**src/slic_front.sv**
```systemverilog
module slic_front #(
    parameter int COORD_WIDTH = 8
) (
    input  logic                         i_clk,
    input  logic                         i_rst_n,
    input  logic                         i_en,
    input  logic                         i_valid,
    input  logic [COORD_WIDTH-1:0]       i_ax1,
    input  logic [COORD_WIDTH-1:0]       i_ay1,
    input  logic [COORD_WIDTH-1:0]       i_ax2,
    input  logic [COORD_WIDTH-1:0]       i_ay2,
    input  logic [COORD_WIDTH-1:0]       i_bx1,
    input  logic [COORD_WIDTH-1:0]       i_by1,
    input  logic [COORD_WIDTH-1:0]       i_bx2,
    input  logic [COORD_WIDTH-1:0]       i_by2,
    output logic                         o_valid,
    output logic [3*COORD_WIDTH+2:0]     o_num_x,
    output logic [3*COORD_WIDTH+2:0]     o_num_y,
    output logic [2*COORD_WIDTH+2:0]     o_den,
    output logic [4*COORD_WIDTH+2:0]     o_tag
);
    localparam int W    = COORD_WIDTH;
    localparam int DXW  = W + 1;
    localparam int PW   = 2 * W;
    localparam int PDW  = 2 * W + 2;
    localparam int DENW = 2 * W + 3;
    localparam int CW   = 2 * W + 1;
    localparam int MW   = 3 * W + 2;
    localparam int NW   = 3 * W + 3;
    localparam int SW   = 4 * W;

    // Stage 1: differences, coordinate products and the span window.
    logic                  r1_v;
    logic signed [DXW-1:0] r1_dxa, r1_dya, r1_dxb, r1_dyb;
    logic [PW-1:0]         r1_pa, r1_pb, r1_pc, r1_pd;
    logic [SW-1:0]         r1_span;
    // Stage 2.
    logic                  r2_v;
    logic signed [DXW-1:0] r2_dxa, r2_dya, r2_dxb, r2_dyb;
    logic signed [PDW-1:0] r2_pd1, r2_pd2;
    logic signed [CW-1:0]  r2_c1, r2_c2;
    logic [SW-1:0]         r2_span;
    // Stage 3.
    logic                  r3_v;
    logic signed [DENW-1:0] r3_den;
    logic signed [MW-1:0]  r3_m1, r3_m2, r3_m3, r3_m4;
    logic [SW-1:0]         r3_span;
    // Stage 4.
    logic                  r4_v;
    logic signed [DENW-1:0] r4_den;
    logic signed [NW-1:0]  r4_nx, r4_ny;
    logic [SW-1:0]         r4_span;
    // Stage 5: sign normalised.
    logic                  r5_v;
    logic [NW-1:0]         r5_nx, r5_ny;
    logic [DENW-1:0]       r5_den;
    logic                  r5_par, r5_negx, r5_negy;
    logic [SW-1:0]         r5_span;

    logic [W-1:0] xlo, xhi, ylo, yhi;
    logic [W-1:0] amnx, amxx, bmnx, bmxx, amny, amxy, bmny, bmxy;
    logic signed [NW-1:0]   nxs, nys;
    logic signed [DENW-1:0] dens;

    always_comb begin
        amnx = (i_ax1 < i_ax2) ? i_ax1 : i_ax2;
        amxx = (i_ax1 < i_ax2) ? i_ax2 : i_ax1;
        bmnx = (i_bx1 < i_bx2) ? i_bx1 : i_bx2;
        bmxx = (i_bx1 < i_bx2) ? i_bx2 : i_bx1;
        amny = (i_ay1 < i_ay2) ? i_ay1 : i_ay2;
        amxy = (i_ay1 < i_ay2) ? i_ay2 : i_ay1;
        bmny = (i_by1 < i_by2) ? i_by1 : i_by2;
        bmxy = (i_by1 < i_by2) ? i_by2 : i_by1;
        xlo  = (amnx > bmnx) ? amnx : bmnx;
        xhi  = (amxx < bmxx) ? amxx : bmxx;
        ylo  = (amny > bmny) ? amny : bmny;
        yhi  = (amxy < bmxy) ? amxy : bmxy;
    end

    always_comb begin
        if (r4_den < 0) begin
            dens = -r4_den;
            nxs  = -r4_nx;
            nys  = -r4_ny;
        end else begin
            dens = r4_den;
            nxs  = r4_nx;
            nys  = r4_ny;
        end
    end

    always_ff @(posedge i_clk) begin
        if (!i_rst_n) begin
            r1_v <= 1'b0;
            r2_v <= 1'b0;
            r3_v <= 1'b0;
            r4_v <= 1'b0;
            r5_v <= 1'b0;
        end else if (i_en) begin
            r1_v <= i_valid;
            r2_v <= r1_v;
            r3_v <= r2_v;
            r4_v <= r3_v;
            r5_v <= r4_v;
        end
    end

    always_ff @(posedge i_clk) begin
        if (i_en) begin
            r1_dxa  <= $signed({1'b0, i_ax1}) - $signed({1'b0, i_ax2});
            r1_dya  <= $signed({1'b0, i_ay1}) - $signed({1'b0, i_ay2});
            r1_dxb  <= $signed({1'b0, i_bx1}) - $signed({1'b0, i_bx2});
            r1_dyb  <= $signed({1'b0, i_by1}) - $signed({1'b0, i_by2});
            r1_pa   <= i_ax1 * i_ay2;
            r1_pb   <= i_ay1 * i_ax2;
            r1_pc   <= i_bx1 * i_by2;
            r1_pd   <= i_by1 * i_bx2;
            r1_span <= {xlo, xhi, ylo, yhi};

            r2_dxa  <= r1_dxa;
            r2_dya  <= r1_dya;
            r2_dxb  <= r1_dxb;
            r2_dyb  <= r1_dyb;
            r2_pd1  <= r1_dxa * r1_dyb;
            r2_pd2  <= r1_dya * r1_dxb;
            r2_c1   <= $signed({1'b0, r1_pa}) - $signed({1'b0, r1_pb});
            r2_c2   <= $signed({1'b0, r1_pc}) - $signed({1'b0, r1_pd});
            r2_span <= r1_span;

            r3_den  <= DENW'(r2_pd1) - DENW'(r2_pd2);
            r3_m1   <= MW'(r2_c1) * MW'(r2_dxb);
            r3_m2   <= MW'(r2_dxa) * MW'(r2_c2);
            r3_m3   <= MW'(r2_c1) * MW'(r2_dyb);
            r3_m4   <= MW'(r2_dya) * MW'(r2_c2);
            r3_span <= r2_span;

            r4_den  <= r3_den;
            r4_nx   <= NW'(r3_m1) - NW'(r3_m2);
            r4_ny   <= NW'(r3_m3) - NW'(r3_m4);
            r4_span <= r3_span;

            r5_den  <= dens;
            r5_nx   <= nxs;
            r5_ny   <= nys;
            r5_par  <= (r4_den == '0);
            r5_negx <= nxs[NW-1];
            r5_negy <= nys[NW-1];
            r5_span <= r4_span;
        end
    end

    assign o_valid = r5_v;
    assign o_num_x = r5_nx;
    assign o_num_y = r5_ny;
    assign o_den   = r5_den;
    assign o_tag   = {r5_par, r5_negx, r5_negy, r5_span};
endmodule

```
**config.mk**
```make
export PLATFORM = sky130hd
export DESIGN_NAME = slic_front
export DESIGN_NICKNAME = d
export VERILOG_FILES = /design/src/slic_front.sv
export SDC_FILE = /design/constraint.sdc
export NUM_CORES = 2
export LEC_CHECK = 0
export ABC_AREA = 1
export ABC_CLOCK_PERIOD_IN_PS = 11380
export BUFFER_PORTS_ARGS = -buffer_cell sky130_fd_sc_hd__buf_4
export CELL_PAD_IN_SITES_DETAIL_PLACEMENT = 0
export CELL_PAD_IN_SITES_GLOBAL_PLACEMENT = 1
export CORE_MARGIN = 4
export CORE_UTILIZATION = 55
export DETAILED_ROUTE_END_ITERATION = 16
export PLACE_DENSITY_LB_ADDON = 0.1
export SKIP_LAST_GASP = 1
export SYNTH_ARGS = -nofsm -noshare
export SYNTH_HDL_FRONTEND = slang
export SYNTH_SLANG_ARGS = --single-unit
```
**constraint.sdc**
```tcl
create_clock -name i_clk -period 11.38 [get_ports i_clk]
set_input_delay 0.569 -clock i_clk [delete_from_list [all_inputs] [get_ports i_clk]]
set_output_delay 0.569 -clock i_clk [all_outputs]
set_load 0.1 [all_outputs]
```
==> impl_metrics.json <==
{
  "post-route-period-util": 0.478,
  "setup_violations": 0,
  "drive_above_1_share": 0.0498,
  "critical_path_arrival_ns": 5.81,
  "max_freq_ghz": 0.184,
  "hold_path.class": "input port to register",
  "globalRoute.totalOverflow": 0,
  "core_region_um2": 117000,
  "antenna_found_initial": 6,
  "dr_total_vias": 44200,
  "met2_length_um": 75000,
  "initial_core_util": 0.555,
  "run_status": "finished clean",
  "synthDistinctLibCells": 54,
  "die_height_um": 351,
  "boundaryPins": 177,
  "clock_root_buffer": "sky130_fd_sc_hd__clkbuf_16",
  "relative_slew_margins": 0.221,
  "place_worst_setup_slack_ns": 5.97,
  "drt_iter0_markers": 2858,
  "vias_in_the_first_global_route": 45000,
  "cp_common_cell": "sky130_fd_sc_hd__fa_1",
  "grt_pass1_wl_um": 249000,
  "dieWidth_um": 351,
  "post-synth-top-area-fraction": 0.295,
  "clk_pin_slew_ns": 0.06,
  "postCtsResizedCells": 0,
  "routed_via_density": 5.18,
  "timing.final.ws_setup_ns": 5.94,
  "post_synth_main_area_contributors": "sky130_fd_sc_hd__edfxtp_1 30%, sky130_fd_sc_hd__fa_1 25%, sky130_fd_sc_hd__ha_1 12%",
  "drt_wl_total_um": 156000,
  "cp-start-kind": "register",
  "synth_enable_flop_cells": 636,
  "tritoncts_num_sinks": 641,
  "buffer_depth_of_the_longest_clock_path": 3,
  "total_routing_resource_utilization_after_global_routing": 0.260,
  "yosys_warnings": 0,
  "drtAntennaViolNets": 0,
  "final_period_minus_worst_setup_slack_ns": 5.44,
  "port-buffer-count": 176,
  "ctsHoldBuffers": 0,
  "pin_count_of_the_biggest_net_entering_global_routing": 177,
  "final-hold-violation-count": 0,
  "clk_latency_ns": 0.65,
  "nNetsFinal": 8421,
  "clock_tree.htree_level_count": 3,
  "wl_met1_um": 67200,
  "gp_congestion": 0.879,
  "synthDominantAreaCellType": "sky130_fd_sc_hd__edfxtp_1",
  "area_delta_synth_final_pct": 7.38,
  "timing.critical_path.fanout_max": 18,
  "hpwlAfterDp_um": 125000,
  "cp.required_ns": 11.75,
  "fp-row-count": 125,
  "mappedNetlistNets": 8420,
  "dominantRegCellSynth": "sky130_fd_sc_hd__edfxtp_1",
  "crit_path_top_delay_cell": "sky130_fd_sc_hd__edfxtp_1",
  "async_reset_ff_frac": 0,
  "synth_top_cells_by_count": "1610 x sky130_fd_sc_hd__inv_1, 1509 x sky130_fd_sc_hd__nand2_1, 797 x sky130_fd_sc_hd__fa_1, 636 x sky130_fd_sc_hd__edfxtp_1, 603 x sky130_fd_sc_hd__ha_1",
  "post-cts-setup-buffers": 0,
  "post_synth_instance_area_um2": 64700,
  "postLayoutCellArea_um2": 69500,
  "fin_skew_ns": 0.0305,
  "synthMostInstantiatedCell": "sky130_fd_sc_hd__inv_1",
  "die-area_um2": 123000,
  "remaining_drc_errors": 0,
  "synthesis.area_per_instance_um2": 9.31,
  "tritoncts": "done",
  "slowest_delay_ns": 0.86,
  "portion_of_the_post_synthesis_area_used_by_sequential_elements": 0.297,
  "crit_path_cell_chain": "nand2_1, fa_1, inv_1, fa_1, inv_1, fa_1, inv_1, fa_1, fa_1, ha_1, a21oi_1, o21ai_0, nand2_1, o211ai_1, a31oi_1, o21bai_1, xor2_1",
  "fillers": 10200,
  "worstPathBufferInverterCount": 3,
  "placement.cell_area_um2": 67000,
  "synth.ff_latch_count": 641,
  "tritoncts.num_buffers": 74,
  "max_cap_violations": 0,
  "finalSetupTns_ns": 0,
  "critPathCaptureType": "register",
  "post_synth_inst_count": 6952,
  "crit_family": "adder cells",
  "wire_per_inst_um": 18.3,
  "drv_slew": 0,
  "worstSetupPathType": "register to register",
  "rsz0062_at_grt": "no",
  "highest-signal-layer": "met4",
  "detail_route.first_pass.iterations": 6,
  "timing_worst_slew_pin_value_ns": 1.17,
  "detailroute.wirelength.met3_um": 8070
}
==> cells in the final DEF (no fill, tap or decap), drive strengths merged, types with 8 or more instances in the layout <==
cell type	synthesis	routed
nand2	1518	1518
or2	14	14
o211ai	10	10
nor4	16	16
xnor2	142	142
o31ai	8	8
clkbuf	237	90
buf	24	186
edfxtp	636	636
ha	603	603
nor3	29	29
bufinv	0	9
nand3	101	101
fa	797	797
o21ai	225	225
a21o	20	20
clkinv	0	22
inv	1613	1617
o21bai	30	30
a21oi	313	313
xor2	228	228
nor2	277	277
a31oi	33	33
nand4	32	32
==> flip-flops by register name, summed over array words and instances (netlist names), 19 cells and up <==
| register | count |
|---|---|
| r2_span | 32 |
| o_den | 19 |
| r3_m1 | 26 |
| r3_m4 | 26 |
| o_num_y | 27 |
| r3_den | 19 |
| r4_ny | 27 |
| r3_span | 32 |
| r1_span | 32 |
| r4_den | 19 |
| r3_m3 | 26 |
| o_num_x | 27 |
| r4_span | 32 |
| r4_nx | 27 |
| r5_span | 32 |
| r3_m2 | 26 |
==> cells by family (layout without fill, tap and decap cells) <==
group,Yosys count,after routing,synth area share
and+or+nand+nor,1997,1997,0.123
buffers and inverters,1874,1929,0.109
adders and majority gates,1400,1400,0.363
DFF,641,641,0.297
AOI/OAI and AO/OA,669,669,0.0574
xor gates and xnor gates,370,370,0.0501
other,0,1,0
muxes,1,1,0.000155
==> per-stage QoR <==
step | utilization | hold slack, ns | cells
floorplan | - | 0.400 | 6952
global route | 0.596 | 0.148 | 8531
global placement | 0.575 | 0.401 | 8401
detailed placement | 0.575 | 0.405 | 8401
finish | 0.596 | 0.175 | 8532
CTS | 0.596 | 0.113 | 8531
==> cell type report <==
type | count | area, um^2 | area share
clock buffers | 90 | 1950 | 0.0281
inverters | 1613 | 6050 | 0.0872
clock inverters | 40 | 499 | 0.00719
repair buffers | 186 | 1430 | 0.0206
multi-input cells | 4437 | 38400 | 0.553
flip-flops and latches | 641 | 19200 | 0.276
diodes | 1 | 2.50 | 0.0000360
well taps | 1524 | 1910 | 0.0274
==> metal layers <==
metal / vias to the layer above / GRT usage
met5: - / 0
met4: 0 / 0.0848
met3: 165 / 0.0320
met2: 1020 / 0.440
met1: 21600 / 0.352
li1: 21400 / -
==> final timing paths <==
check / start / endpoint / slack, ns / depth (start not counted)
max: r2_c2[7] / r3_m2[20] / 5.94 / 17
min: i_valid / r1_v / 0.18 / 3
max reg2reg: r2_c2[7] / r3_m2[20] / 5.94 / 17
min reg2reg: r3_den[3] / r4_den[3] / 0.41 / 0
==> worst min-delay path, stage by stage <==
cell and delay [ns]:
sky130_fd_sc_hd__buf_4 0.08, sky130_fd_sc_hd__nor2_1 0.03, sky130_fd_sc_hd__nor2_1 0.09
Power is not shown: default switching activity piles up to over one toggle a cycle in this logic, so the estimate is an artifact.
